===== config.mk =====
export PLATFORM = sky130hd
export DESIGN_NAME = subtitle_tag_stripper
export DESIGN_NICKNAME = d
export VERILOG_FILES = /design/src/hdl/sts_pkg.sv /design/src/hdl/sts_tag_ram.sv /design/src/hdl/sts_decode.sv /design/src/hdl/subtitle_tag_stripper.sv
export SDC_FILE = /design/constraint.sdc
export NUM_CORES = 1
export LEC_CHECK = 0
export BUFFER_PORTS_ARGS = -buffer_cell sky130_fd_sc_hd__buf_2
export CORE_UTILIZATION = 60
export DETAILED_ROUTE_END_ITERATION = 8
export PLACE_DENSITY = 0.82
export SYNTH_ARGS = -nofsm -noshare
export SYNTH_HDL_FRONTEND = slang
export SYNTH_SLANG_ARGS = --single-unit

===== constraint.sdc =====
create_clock -name clk_i -period 10.4 [get_ports clk_i]
set_input_delay 2.08 -clock clk_i [delete_from_list [all_inputs] [get_ports clk_i]]
set_output_delay 2.08 -clock clk_i [all_outputs]
set_load 0.05 [all_outputs]

===== src/hdl/sts_pkg.sv =====
// shared constants and types of the subtitle tag stripper
`timescale 1ns / 1ps
`default_nettype none

package sts_pkg;

  // tag store geometry
  localparam int TagDepth = 63;
  localparam int TagAw    = $clog2(TagDepth);
  localparam int LenW     = $clog2(TagDepth + 1);
  // results of one item: up to the whole store plus one more byte
  localparam int ResW     = $clog2(TagDepth + 2);

  localparam logic [15:0] MaxCharsReset = 16'd511;

  // character codes
  localparam logic [7:0] CharLbrace = 8'h7B;
  localparam logic [7:0] CharRbrace = 8'h7D;
  localparam logic [7:0] CharBslash = 8'h5C;
  localparam logic [7:0] CharP      = 8'h70;
  localparam logic [7:0] CharUpN    = 8'h4E;
  localparam logic [7:0] CharLowN   = 8'h6E;
  localparam logic [7:0] CharH      = 8'h68;
  localparam logic [7:0] CharZero   = 8'h30;
  localparam logic [7:0] CharNine   = 8'h39;
  localparam logic [7:0] CharNl     = 8'h0A;
  localparam logic [7:0] CharSpace  = 8'h20;

  // per-text parser state
  typedef struct packed {
    logic            inside_tag;
    logic            drawing;
    logic            bs_pend;
    logic            digits;
    logic [LenW-1:0] tag_len;
    logic            ov_seen;
  } sts_state_t;

  // decode of one byte: next state, tag store write, candidate characters
  typedef struct packed {
    sts_state_t       nxt;
    logic             wr_en;
    logic [TagAw-1:0] wr_addr;
    logic [1:0]       n_norm;
    logic [7:0]       norm0;
    logic [7:0]       norm1;
    logic [ResW-1:0]  tail_n;
    logic             tail_bs;
    logic             ov_end;
  } sts_dec_t;

endpackage

`default_nettype wire


===== src/hdl/sts_tag_ram.sv =====
// generic single-port-write, single-port-read synchronous ram
`timescale 1ns / 1ps
`default_nettype none

module sts_tag_ram #(
  parameter int Depth = 63,
  parameter int Width = 8,
  parameter int Aw    = $clog2(Depth)
) (
  input  wire logic             clk_i,
  input  wire logic             we_i,
  input  wire logic [Aw-1:0]    waddr_i,
  input  wire logic [Width-1:0] wdata_i,
  input  wire logic [Aw-1:0]    raddr_i,
  output logic      [Width-1:0] rdata_o
);

  logic [Width-1:0] mem [Depth];
  logic [Width-1:0] rdata_q;

  always_ff @(posedge clk_i) begin
    if (we_i) begin
      mem[waddr_i] <= wdata_i;
    end
    if ({1'b0, raddr_i} < (Aw + 1)'(Depth)) begin
      rdata_q <= mem[raddr_i];
    end
  end

  assign rdata_o = rdata_q;

endmodule

`default_nettype wire


===== src/hdl/sts_decode.sv =====
// byte decoder: parser state update and candidate characters for one byte
`timescale 1ns / 1ps
`default_nettype none

module sts_decode import sts_pkg::*; (
  input  wire sts_state_t st_i,
  input  wire logic [7:0] char_i,
  input  wire logic       last_i,
  output sts_dec_t        dec_o
);

  sts_state_t st;
  logic       fresh;
  logic [1:0] n;
  logic [7:0] e0;
  logic [7:0] e1;

  always_comb begin
    st    = st_i;
    fresh = 1'b0;
    n     = 2'd0;
    e0    = '0;
    e1    = '0;
    dec_o = '0;

    if (st.inside_tag) begin
      // keep the byte for a possible replay
      if (st.tag_len < LenW'(TagDepth)) begin
        dec_o.wr_en   = 1'b1;
        dec_o.wr_addr = st.tag_len[TagAw-1:0];
        st.tag_len    = st.tag_len + LenW'(1);
      end else begin
        st.ov_seen = 1'b1;
      end
      if (st.bs_pend) begin
        st.bs_pend = 1'b0;
        if (char_i == CharP) begin
          st.drawing = 1'b0;
          st.digits  = 1'b1;
        end else begin
          fresh = 1'b1;
        end
      end else if (st.digits) begin
        if (char_i >= CharZero && char_i <= CharNine) begin
          if (char_i != CharZero) begin
            st.drawing = 1'b1;
          end
        end else begin
          st.digits = 1'b0;
          fresh     = 1'b1;
        end
      end else begin
        fresh = 1'b1;
      end
      if (fresh) begin
        if (char_i == CharRbrace) begin
          st.inside_tag = 1'b0;
        end else if (char_i == CharBslash) begin
          st.bs_pend = 1'b1;
        end
      end
    end else begin
      if (!st.bs_pend) begin
        fresh = 1'b1;
      end else begin
        st.bs_pend = 1'b0;
        if (char_i == CharUpN || char_i == CharLowN) begin
          e0 = CharNl;
          n  = 2'd1;
        end else if (char_i == CharH) begin
          e0 = CharSpace;
          n  = 2'd1;
        end else begin
          // lone backslash is kept unless drawing
          if (!st.drawing) begin
            e0 = CharBslash;
            n  = 2'd1;
          end
          fresh = 1'b1;
        end
      end
      if (fresh) begin
        if (char_i == CharBslash) begin
          st.bs_pend = 1'b1;
        end else if (char_i == CharLbrace) begin
          st.inside_tag = 1'b1;
          dec_o.wr_en   = 1'b1;
          dec_o.wr_addr = '0;
          st.tag_len    = LenW'(1);
        end else if (!st.drawing) begin
          if (n == 2'd0) begin
            e0 = char_i;
          end else begin
            e1 = char_i;
          end
          n = n + 2'd1;
        end
      end
    end

    if (last_i) begin
      if (st.inside_tag) begin
        dec_o.tail_n = ResW'(st.tag_len);
        dec_o.ov_end = st.ov_seen;
      end else if (st.bs_pend && !st.drawing) begin
        dec_o.tail_bs = 1'b1;
        dec_o.tail_n  = ResW'(1);
      end
      st = '0;
    end

    dec_o.nxt    = st;
    dec_o.n_norm = n;
    dec_o.norm0  = e0;
    dec_o.norm1  = e1;
  end

endmodule

`default_nettype wire


===== src/hdl/subtitle_tag_stripper.sv =====
// top level of the subtitle tag stripper: byte parser, tag store and result sequencer
// result path: the first result moves through the job register and then the output
//   register, the latter loaded only while it is free
// throughput: one input transaction per cycle while each byte gives at most one result
//   and the output is free; a byte giving n results holds the input until its last
//   result leaves, one per cycle if unstalled; unclosed tags replay from the tag ram
// reset: asynchronous, clears parser state, counters and the sequencer; limit returns to 511
`timescale 1ns / 1ps
`default_nettype none

module subtitle_tag_stripper import sts_pkg::*; (
  input  wire logic        clk_i,
  input  wire logic        rst_ni,
  // configuration write channel
  input  wire logic        cfg_valid_i,
  output logic             cfg_ready_o,
  input  wire logic [15:0] cfg_data_i,
  // input bytes
  input  wire logic        in_valid_i,
  output logic             in_ready_o,
  input  wire logic [7:0]  in_char_i,
  input  wire logic        is_last_i,
  // results
  output logic             out_valid_o,
  input  wire logic        out_ready_i,
  output logic [7:0]       out_char_o,
  output logic             char_valid_o,
  output logic             end_of_text_o,
  output logic             output_cut_o,
  output logic             tag_store_overflow_o
);

  // configuration and per-text state
  logic [15:0] max_q, max_d;
  sts_state_t  st_q, st_d;
  logic [15:0] count_q, count_d;
  logic        cut_q, cut_d;

  // job register: results of the accepted byte waiting to be emitted
  logic            job_q, job_d;
  logic [ResW-1:0] k_q, k_d;
  logic [ResW-1:0] tot_q;
  logic            last_q;
  logic            bare_q;
  logic [1:0]      nn_q;
  logic [7:0]      c0_q;
  logic [7:0]      c1_q;
  logic            tbs_q;
  logic            ov_q;
  logic            mcut_q;
  logic            jcut_q;

  // replay read pointer and same-entry forwarding
  logic [LenW-1:0] rp_q, rp_d;
  logic [TagAw-1:0] rd_addr;
  logic            fwd_q, fwd_d;
  logic [7:0]      fwd_data_q;
  logic [7:0]      ram_rdata;
  logic [7:0]      rd_data;

  // output register
  logic        out_valid_q, out_valid_d;
  logic [7:0]  out_char_q;
  logic        char_valid_q;
  logic        eot_q;
  logic        cut_out_q;
  logic        ov_out_q;

  sts_dec_t        dec;
  logic            accept;
  logic [ResW-1:0] n_cand;
  logic [15:0]     avail;
  logic            over;
  logic [ResW-1:0] n_emit;
  logic            bare;
  logic            job_start;
  logic            load_ok;
  logic            final_res;
  logic            done;
  logic            is_norm;
  logic            is_rep;
  logic            tag_we;

  // result fields of the current job index
  logic [7:0] res_char;
  logic       res_cv;
  logic       res_cut;
  logic       res_ov;

  sts_decode u_decode (
    .st_i   (st_q),
    .char_i (in_char_i),
    .last_i (is_last_i),
    .dec_o  (dec)
  );

  sts_tag_ram #(
    .Depth (TagDepth),
    .Width (8)
  ) u_tag_ram (
    .clk_i   (clk_i),
    .we_i    (tag_we),
    .waddr_i (dec.wr_addr),
    .wdata_i (in_char_i),
    .raddr_i (rd_addr),
    .rdata_o (ram_rdata)
  );

  assign cfg_ready_o = 1'b1;

  // the job register frees up in the cycle its final result moves out
  assign load_ok    = job_q && (!out_valid_q || out_ready_i);
  assign final_res  = (k_q == tot_q - ResW'(1));
  assign done       = load_ok && final_res;
  assign in_ready_o = !job_q || done;
  assign accept     = in_valid_i && in_ready_o;
  assign tag_we     = accept && dec.wr_en;

  // every candidate character passes while the limit allows, so the emitted ones
  // are a prefix of the candidates and their number is known up front
  assign n_cand    = ResW'(dec.n_norm) + dec.tail_n;
  assign avail     = (max_q > count_q) ? (max_q - count_q) : 16'd0;
  assign over      = 16'(n_cand) > avail;
  assign n_emit    = over ? avail[ResW-1:0] : n_cand;
  assign bare      = is_last_i && (n_emit == '0);
  assign job_start = accept && ((n_emit != '0) || is_last_i);

  assign is_norm = k_q < ResW'(nn_q);
  assign is_rep  = !bare_q && !is_norm && !tbs_q;

  // read address follows the next pointer so the registered data matches rp_q
  assign rd_addr = rp_d[TagAw-1:0];
  assign fwd_d   = tag_we && (dec.wr_addr == rd_addr);
  assign rd_data = fwd_q ? fwd_data_q : ram_rdata;

  always_comb begin
    res_char = '0;
    res_cv   = 1'b1;
    // emitted characters carry the cut flag as it stood before this byte
    res_cut  = jcut_q;
    res_ov   = 1'b0;
    if (bare_q) begin
      // bare end marker carries the cut flag and overflow of the text
      res_cv  = 1'b0;
      res_cut = mcut_q;
      res_ov  = ov_q;
    end else if (is_norm) begin
      res_char = k_q[0] ? c1_q : c0_q;
    end else if (tbs_q) begin
      res_char = CharBslash;
    end else begin
      res_char = rd_data;
      res_ov   = ov_q;
    end
  end

  always_comb begin
    max_d   = max_q;
    st_d    = st_q;
    count_d = count_q;
    cut_d   = cut_q;
    job_d   = job_q;
    k_d     = k_q;
    rp_d    = rp_q;

    if (cfg_valid_i && cfg_ready_o) begin
      max_d = cfg_data_i;
    end

    if (load_ok) begin
      k_d = k_q + ResW'(1);
      if (is_rep) begin
        rp_d = rp_q + LenW'(1);
      end
    end
    if (done) begin
      job_d = 1'b0;
    end

    if (accept) begin
      st_d = dec.nxt;
      if (is_last_i) begin
        count_d = '0;
        cut_d   = 1'b0;
      end else begin
        count_d = count_q + 16'(n_emit);
        cut_d   = cut_q | over;
      end
      k_d  = '0;
      rp_d = '0;
      if (job_start) begin
        job_d = 1'b1;
      end
    end
  end

  assign out_valid_d = load_ok ? 1'b1 : (out_ready_i ? 1'b0 : out_valid_q);

  // control state
  always_ff @(posedge clk_i or negedge rst_ni) begin
    if (!rst_ni) begin
      max_q       <= MaxCharsReset;
      st_q        <= '0;
      count_q     <= '0;
      cut_q       <= 1'b0;
      job_q       <= 1'b0;
      k_q         <= '0;
      rp_q        <= '0;
      fwd_q       <= 1'b0;
      out_valid_q <= 1'b0;
    end else begin
      max_q       <= max_d;
      st_q        <= st_d;
      count_q     <= count_d;
      cut_q       <= cut_d;
      job_q       <= job_d;
      k_q         <= k_d;
      rp_q        <= rp_d;
      fwd_q       <= fwd_d;
      out_valid_q <= out_valid_d;
    end
  end

  // job and result payload
  always_ff @(posedge clk_i) begin
    fwd_data_q <= in_char_i;
    if (job_start) begin
      tot_q  <= bare ? ResW'(1) : n_emit;
      last_q <= is_last_i;
      bare_q <= bare;
      nn_q   <= dec.n_norm;
      c0_q   <= dec.norm0;
      c1_q   <= dec.norm1;
      tbs_q  <= dec.tail_bs;
      ov_q   <= dec.ov_end;
      mcut_q <= cut_q | over;
      jcut_q <= cut_q;
    end
    if (load_ok) begin
      out_char_q   <= res_char;
      char_valid_q <= res_cv;
      eot_q        <= last_q && final_res;
      cut_out_q    <= res_cut;
      ov_out_q     <= res_ov;
    end
  end

  assign out_valid_o          = out_valid_q;
  assign out_char_o           = out_char_q;
  assign char_valid_o         = char_valid_q;
  assign end_of_text_o        = eot_q;
  assign output_cut_o         = cut_out_q;
  assign tag_store_overflow_o = ov_out_q;

endmodule

`default_nettype wire


Word-level counts from Yosys, hierarchy flattened
Memory sizes are Yosys's and may differ from the RTL's. A register that Yosys moved wholly into a read port is not among the register bits. Index checks and enable logic that the tools add are counted.

Register bits: 111. RAM bits: 504. Output and inout port bits: 15. Memories: 1.

Add/sub/neg operators: 8. Order comparisons: 7. Equal/unequal tests: 11. Mux-type cells: 93. Bitwise gates (word level): 3. Reduce and logical (&&, ||, !) cells: 32.

Memory list: u_tag_ram.mem (depth 63, width 8, read ports 1, clocked after Yosys merged registers in 1, write ports 1, RTL line sts_tag_ram.sv:18) `logic [Width-1:0] mem [Depth];`.

Operators by type and width (count): $mux 8 (12); $mux 7 (9); $eq 8x7->1 const B (7); $mux 6 (9); $mux 1 (49); $mux 16 (2); $mux 2 (10); $add 16x7->16 (1); $gt 16x16->1 (1); $gt 7x16->1 (1); $sub 16x16->16 (1); $add 6x1->6 const B (2); $logic_and 1x1->1 (12); $lt 6x6->1 const B (2); $mux 11 (1); $mux 9 (1); $ge 8x6->1 const B (1); $le 8x6->1 const B (1); $ne 8x6->1 const B (1); $add 2x7->7 (1); $add 7x1->7 const B (1); $eq 7x7->1 (1); $logic_not 7->1 (1); $lt 7x2->1 (1); 15 further kinds (26).

Longest topological paths before layout
Gate-level depths: netlist of the first run.

Word-level depth: 20. Mapped depth: 34. Depth with buffers taken out: 33.

Cells and area by module
From an unflattened synthesis of the first run, not the netlist that was laid out.

Cell total of the unflattened synthesis: 1779. Area, all modules: 27432.6 µm².

Modules (own cells, without submodules): sts_tag_ram (instances 1, cells an instance 1031, area an instance 20224.4 µm², sequential area each 15374.7 µm²); subtitle_tag_stripper (instances 1, cells an instance 616, area an instance 6344.8 µm², sequential area each 2964.1 µm²); sts_decode (instances 1, cells an instance 132, area an instance 863.3 µm², sequential area each 0.0 µm²).

Worst setup path after synthesis of the first run
No wires, ideal clock.

Kind: input port to flip-flop. Start: input port in_char_i[2]. End: register count_q[14]. Library setup time: 0.139 ns. Arrival time: 7.620 ns. Slack: 2.641 ns. Stages: 30. Cells stage by stage: clkbuf_1 > or4_1 > nor2_1 > nand2_1 > o21ai_0 > o21a_1 > nor2b_1 > o211a_1 > ha_1 > fa_1 > ha_1 > nor2b_1 > o21a_1 > o21ai_0 > a21oi_1 > o31ai_1 > nor2_1 > a31oi_1 > buf_2 > nand2_1 > o21ai_0 > inv_1 > fa_1 > o21ai_0 > a31oi_1 > nor2b_1 > o211ai_1 > nor4_1 > xnor2_1 > nor2_1.

Word-level cells in the longest chain between the ends: 17. Elaborated cells between the ends (all ways): 62.

Ends and longest elaborated chain: start, declared (RTL line subtitle_tag_stripper.sv:21) `input wire logic [7:0] in_char_i,`; $ge 8x6->1 or $le 8x6->1 (tied branches) (RTL line sts_decode.sv:44) `if (char_i >= CharZero && char_i <= CharNine) begin`; $logic_and 1x1->1 (RTL line sts_decode.sv:44); $mux 1 (RTL line sts_decode.sv:44); $mux 1 (RTL line sts_decode.sv:43) `end else if (st.digits) begin`; $mux 1 (RTL line sts_decode.sv:35) `if (st.bs_pend) begin`; $mux 1 (RTL line sts_decode.sv:26) `if (st.inside_tag) begin`; $mux 1 (RTL line sts_decode.sv:55) `if (fresh) begin`; $mux 1 (RTL line sts_decode.sv:26); [2 not listed]; $mux 6 (RTL line sts_decode.sv:102) `if (st.inside_tag) begin`; $mux 9 (RTL line sts_decode.sv:101) `if (last_i) begin`; $add 2x7->7 * (RTL line subtitle_tag_stripper.sv:121) `assign n_cand = ResW'(dec.n_norm) + dec.tail_n;`; $gt 7x16->1 (RTL line subtitle_tag_stripper.sv:123) `assign over = 16'(n_cand) > avail;`; $mux 7 * (RTL line subtitle_tag_stripper.sv:124) `assign n_emit = over ? avail[ResW-1:0] : n_cand;`; net n_emit[1] (RTL line subtitle_tag_stripper.sv:74) `logic [ResW-1:0] n_emit;`; $add 16x7->16 * (RTL line subtitle_tag_stripper.sv:186) `count_d = count_q + 16'(n_emit);`; $mux 16 * (RTL line subtitle_tag_stripper.sv:182) `if (is_last_i) begin`; end signal, assigned (RTL line subtitle_tag_stripper.sv:214) `count_q <= count_d;`; end, declared (RTL line subtitle_tag_stripper.sv:36) `logic [15:0] count_q, count_d;`.

Mark *: on every way through the listed nets, which the timed path passes. The rest lies on a longest branch. The select of a mux whose other input is x is not followed. A chain may end at the register's enable or synchronous reset.

==> results_dict.tcl, run 1 <==
set metrics [dict create \
    status "completed" \
    synth_top_cell_by_area "edfxtp_1" \
    total_leakage_power_nw 10.8 \
    yosysWarnings 0 \
    setup_violations 0 \
    period_needed_ns 8.64 \
    core_um2 45700 \
    post_cts_buffers 0 \
    syn_area_um2 27900 \
    clock.fmax_mhz 116 \
    syn_area_per_cell_um2 12.4 \
    hold_path.startpoint "cut_q" \
    synth-main-ff-cell "edfxtp_1" \
    port_buffers 43 \
    drc_errors 0 \
    max_cap_violations 0 \
    switching_share_pct 37.2 \
    grtUsageTotal_pct 34.7 \
    hold_buffers 0 \
    period_share_pct 83.1 \
    ys_seq_area_share_pct 65.7 \
    internal_power_mw 5.03 \
    finalHoldViolations 0 \
    min_path_cells 0 \
    start_kind "input pin" \
    nets 2331 \
    max_slew_margin_pct 9.47 \
    arrival_ns 9.13 \
    cp_slowest_cell "a31oi_1" \
    initial_core_util_pct 61.1 \
    ys_seq_elements 623 \
    critical_path_class "input pin to flip-flop" \
    wl_per_cell_um 28.2 \
    firstDrtPassIters 6 \
    synth_top_area_share_pct 59.7 \
    cts_sinks 623 \
    vias 20166 \
    cts_tree "yes" \
    grt_pass1_vias 19265 \
    synth_edf_count 555 \
    crit_fanout 35 \
    pwr-share-clk_pct 29.3 \
    tightest_slew_ns 1.35 \
    min_path_type "flip-flop to flip-flop" \
    diodes 0 \
    first_iter_violations 3184 \
    pwr-share-seq_pct 36.5 \
    overflow 0 \
    drive_above_1_share_pct 10.9 \
    switchingPower_mw 2.98 \
    grt_max_degree 127 \
    power_mw 8.01 \
    cts-htree-levels 2 \
    async_flop_share_pct 9.63 \
    holdPathEnd "jcut_q" \
    antenna_found_initial 2 \
    rsz0062_at_grt "no" \
    cp_slowest_stage_delay_ns 0.73 \
    ctsResizeCount 0 \
    rr_startpoint "count_q[8]" \
    syn_to_final_growth_pct 10.0 \
    synth_nets 2321 \
    gp_routability_congestion 0.950 \
    tns_ns 0 \
    cp_data_required_time_ns 10.90 \
    worst_setup_path_end_kind "flip-flop" \
    die_area_um2 47400 \
    fin_skew_ns 0.0448 \
    dp_hpwl_um 51000 \
    slew_viol_final 0 \
    r2r_setup_slack_ns 2.91 \
    die_w_um 218 \
    cts-buffers-inserted 60 \
    r2r-end "count_q[14]" \
    ir_worst_vdd_v 0.000274 \
    p_comb_share_pct 34.2 \
    rr_worst_depth 27 \
    cts_buffer_depth 3 \
    synth_area_leaders "edfxtp_1 60%, nand2_1 4.7%, dfrtp_1 4.6%" \
    clkTransAtPathRegs_ns 0.07 \
    powerDensity_nw_per_um2 261 \
    detail-route-antenna-nets 0 \
    synth_cells 2248 \
    clk_latency_ns 0.67 \
    die_h_um 218 \
    grt_pass1_wl_um 121000 \
    cts_root_buffer "clkbuf_16" \
    synth.distinct_cells 98 \
    vias_per_cell 6.93 \
    fp-row-count 78 \
    routed_wl_um 82100 \
    io_pins 45 \
]
==> worst max path at each step <==
stage,slack (ns),endpoint,startpoint,cells after the start
detailed placement,1.18,count_q[14],in_char_i[1],28
floorplan,2.64,count_q[14],in_char_i[2],30
finish,1.76,count_q[14],in_char_i[1],28
global route,1.04,count_q[14],in_char_i[1],28
global placement,1.34,count_q[14],in_char_i[1],29
CTS,1.83,count_q[14],in_char_i[1],28
==> synthesized netlist by cell type, drive strengths merged, types with 7 or more instances <==
master	number
xnor2	24
and2	18
mux2	32
xor2	12
inv	49
dfxtp	8
ha	40
dfrtp	51
o221ai	25
nor4	13
o21ai	92
dfstp	9
edfxtp	555
nand2	349
and3	17
a2111oi	7
nor2	172
buf	69
a21oi	108
o22ai	34
or3	14
nand3	99
nand4	25
a221oi	22
a22oi	9
a211oi	17
a21o	17
nor3	30
o21a	10
a31oi	35
o2111ai	7
nand2b	8
mux2i	78
nor2b	13
o211ai	19
clkbuf	57
o31ai	12
==> metal layers <==
layer  GRT usage (%)  part of all wire [%]
met2            53.9                    46
met1            45.4                    36
met4            18.0                   5.9
met5               0                 0.015
met3            8.63                    12
==> power by group through the flow <==
| stage | sequential [mW] | clock (mW) | combinational, mW |
|---|---|---|---|
| after detailed placement | 2.98 | 0 | 2.60 |
| after floorplan | 2.94 | 0 | 1.76 |
| after CTS | 2.92 | 2.34 | 2.63 |
| after global routing | 2.93 | 2.44 | 2.87 |
| after global placement | 2.97 | 0 | 2.56 |
| final | 2.92 | 2.35 | 2.74 |
==> state kept, by name (all words and copies together) (netlist names), 2 cells and up <==
register	count
rp_q	6
tot_q	7
st_q	11
count_q	16
c1_q	8
u_tag_ram.rdata_o	8
k_q	7
nn_q	2
u_tag_ram.mem	504
c0_q	8
out_char_o	8
fwd_data_q	8
max_q	16
==> cells in the final DEF (no fill, tap or decap), drive strengths merged, types with 14 or more instances in the layout <==
cell type	Yosys	routed
buf	69	74
or3	14	14
nor2	172	172
clkinv	1	25
a21o	17	17
a31oi	35	35
o22ai	34	34
edfxtp	555	555
nand2	349	349
ha	40	40
dfrtp	51	51
o221ai	25	25
nor3	30	30
mux2	32	32
mux2i	78	78
and2	18	18
a21oi	108	108
o21ai	92	92
nand3	99	99
and3	17	17
o211ai	19	19
inv	49	50
clkbuf	57	73
xnor2	24	24
a221oi	22	22
nand4	25	25
a211oi	17	17
==> metrics by stage <==
stage	std cells	hold slack [ns]	setup slack (ns)	util, %	instance area (µm²)
floorplan	2248	0.439	2.64	-	27900
global route	2909	0.492	1.04	67.3	30700
finish	2909	0.477	1.76	67.3	30700
detailed placement	2796	0.458	1.18	62.6	28600
global placement	2796	0.459	1.34	62.6	28600
CTS	2909	0.476	1.83	67.3	30700
==> final cells by class <==
type	count	area [µm²]
Multi-Input combinational cell	1449	8840
Clock inverter	40	538
Timing Repair Buffer	74	473
Sequential cell	623	18300
Tap cell	600	751
Inverter	50	189
Fill cell	3094	15000
Clock buffer	73	1590
==> critical path: cells and delay by family <==
kind            cells  cell delay [ns]
buf+inv             3             0.79
fa+ha+maj           5             1.61
simple gates        9             1.80
mux                 1             0.32
compound gates      9             2.34
xor+xnor            1             0.16
==> logic make-up (layout without fill, tap and decap cells) <==
family	Yosys count	after routing	share of synthesized area [%]
AOI/OAI and AO/OA	471	471	11.4
and+or+nand+nor	786	786	12.8
other	1	1	0.0134
DFF	623	623	65.7
xor gates and xnor gates	37	37	1.21
buffers and inverters	176	237	2.77
adders and majority gates	43	43	2.01
muxes	111	111	4.17
Note: power is estimated with default switching activity, not from simulation.
==> run 2, diff against run 1 <==
==> constraint.sdc (replaced) <==
create_clock -name clk_i -period 8.9 [get_ports clk_i]
set_input_delay 1.78 -clock clk_i [delete_from_list [all_inputs] [get_ports clk_i]]
set_output_delay 1.78 -clock clk_i [all_outputs]
set_load 0.05 [all_outputs]
==> results_dict.tcl, run 2 (synthesized netlist as in run 1, its figures left out) <==
set metrics [dict create \
    status "completed" \
    seqCellArea_um2 18300 \
    cts_buffer_depth 3 \
    drive_above_1_share_pct 11.0 \
    min_path_type "flip-flop to flip-flop" \
    wl_met2_um 36300 \
    slew_viol_final 0 \
    arrival_ns 8.48 \
    critical-path-top-delay-family "simple AND/OR/NAND/NOR gates" \
    wl_per_cell_um 28.4 \
    ctsResizeCount 0 \
    cts-buffers-inserted 60 \
    dp_hpwl_um 51700 \
    grt_max_degree 126 \
    post_cts_buffers 0 \
    critical_path_class "input pin to flip-flop" \
    routed_wl_um 83200 \
    fin_skew_ns 0.0190 \
    pwr-share-seq_pct 37.4 \
    final_cell_mix "555 x edfxtp_1, 347 x nand2_1, 170 x nor2_1, 107 x a21oi_1, 97 x nand3_1" \
    period_share_pct 89.6 \
    grt_pass1_vias 19739 \
    cts-htree-levels 2 \
    ir_worst_vdd_v 0.000230 \
    final_common_cell "edfxtp_1" \
    firstDrtPassIters 7 \
    port_buffers 43 \
    first_iter_violations 3524 \
    start_kind "input pin" \
    cts_root_buffer "clkbuf_16" \
    grtUsageTotal_pct 35.3 \
    post-route-cell-area_um2 30600 \
    period_needed_ns 7.98 \
    antenna_found_initial 1 \
    cts_tree "yes" \
    reg_top3 "u_tag_ram.mem (504), count_q (16), max_q (16)" \
    cp_slowest_cell "nor3_1" \
    tns_ns 0 \
    switchingPower_mw 3.45 \
    p_comb_share_pct 35.4 \
    nets 2349 \
    switching_share_pct 37.8 \
    multi_input_area_um2 8840 \
    die_w_um 218 \
    diodes 0 \
    cp_num_buf_inv 4 \
    clk_latency_ns 0.65 \
    vias_per_cell 7.00 \
    pwr-share-clk_pct 27.2 \
    gp_routability_congestion 0.975 \
    syn_to_final_growth_pct 9.66 \
    cts_sinks 623 \
    cp_slowest_stage_delay_ns 0.49 \
    core_um2 45700 \
    met1_length_um 29300 \
    grt_pass1_wl_um 123000 \
    overflow 0 \
    largest_reg_flops 504 \
    placed_area_um2 28700 \
    internal_power_mw 5.68 \
    drc_errors 0 \
    worst_setup_path_end_kind "flip-flop" \
    critical_path_depth 29 \
    finalHoldViolations 0 \
    setup_violations 0 \
    vias 20485 \
    die_area_um2 47400 \
    rsz0062_at_grt "no" \
    fp-row-count 78 \
    fillers 3166 \
    max_slew_margin_pct 14.9 \
    max_cap_violations 0 \
    hold_buffers 0 \
    io_pins 45 \
    cp_data_required_time_ns 9.40 \
    rr_worst_depth 28 \
    crit_fanout 24 \
    min_path_cells 0 \
    regMostFlops "u_tag_ram.mem" \
    tightest_slew_ns 1.26 \
    initial_core_util_pct 61.1 \
    clock.fmax_mhz 125 \
    total_leakage_power_nw 10.8 \
    detail-route-antenna-nets 0 \
    top_layer "met5" \
    die_h_um 218 \
    dr_wl_met3_um 12600 \
    clkTransAtPathRegs_ns 0.07 \
    powerDensity_nw_per_um2 298 \
]
==> run 2: cell types whose count changed in the layout (fill, tap and decap cells not counted) <==
cell	before	now
buf_4	29	47
clkinv_1	8	19
bufinv_16	11	4
clkbuf_8	4	0
clkinvlp_4	4	1
clkbuf_1	9	11
clkbuf_16	60	61
clkinv_16	2	1
clkinv_8	0	1
clkinvlp_2	0	1
inv_6	2	1
==> run 2: area by class of cell <==
cell class                      instances  share of cell area (%)
Clock buffer                           72                    5.12
Clock inverter                         41                    1.07
Inverter                               50                   0.617
Multi-Input combinational cell       1449                    28.9
Sequential cell                       623                    59.9
Tap cell                              600                    2.45
Timing Repair Buffer                   92                    1.99
==> run 2: worst paths after layout <==
| kind | startpoint | to | slack (ns) |
|---|---|---|---|
| max in group asynchronous | rst_ni | rp_q[5] | 6.96 |
| setup reg to reg | count_q[8] | count_q[14] | 1.85 |
| hold / removal | cut_q | jcut_q | 0.50 |
| hold reg to reg | cut_q | jcut_q | 0.50 |
| setup / recovery | in_char_i[2] | count_q[14] | 0.92 |
| min in group asynchronous | rst_ni | max_q[10] | 1.33 |
==> run 2: metrics by stage <==
stage          utilization, %  power, mW  std cells  setup slack, ns  hold WS (ns)
2_1_floorplan               -       5.50       2248             1.44         0.439
3_3_place_gp             62.9       6.43       2814            0.655         0.492
3_5_place_dp             62.9       6.51       2814            0.444         0.475
4_1_cts                  67.1       8.98       2927             1.04         0.492
5_1_grt                  67.1       9.38       2927            0.379         0.507
6_report                 67.1       9.12       2927            0.921         0.498
==> run 2: power groups by stage <==
stage	logic, mW	clock network, mW	registers [mW]
final	3.23	2.49	3.41
after global placement	2.97	0	3.46
after detailed placement	3.05	0	3.47
after CTS	3.09	2.48	3.41
after global routing	3.38	2.58	3.42
after floorplan	2.06	0	3.44
==> run 2: layer usage <==
metal,global-route usage (%),vias to the layer above
li1,-,8534
met1,47.1,9743
met2,52.1,1815
met3,11.0,391
met4,18.7,2
met5,0,-
==> run 2: worst register-to-register path, delay by kind of cell (launching register included) <==
| family | cells | cell delay, ns |
|---|---|---|
| xor+xnor | 1 | 0.18 |
| simple gates | 8 | 1.50 |
| mux | 1 | 0.18 |
| buf+inv | 3 | 0.36 |
| fa+ha+maj | 4 | 1.33 |
| compound gates | 11 | 2.97 |
| flops | 1 | 0.39 |
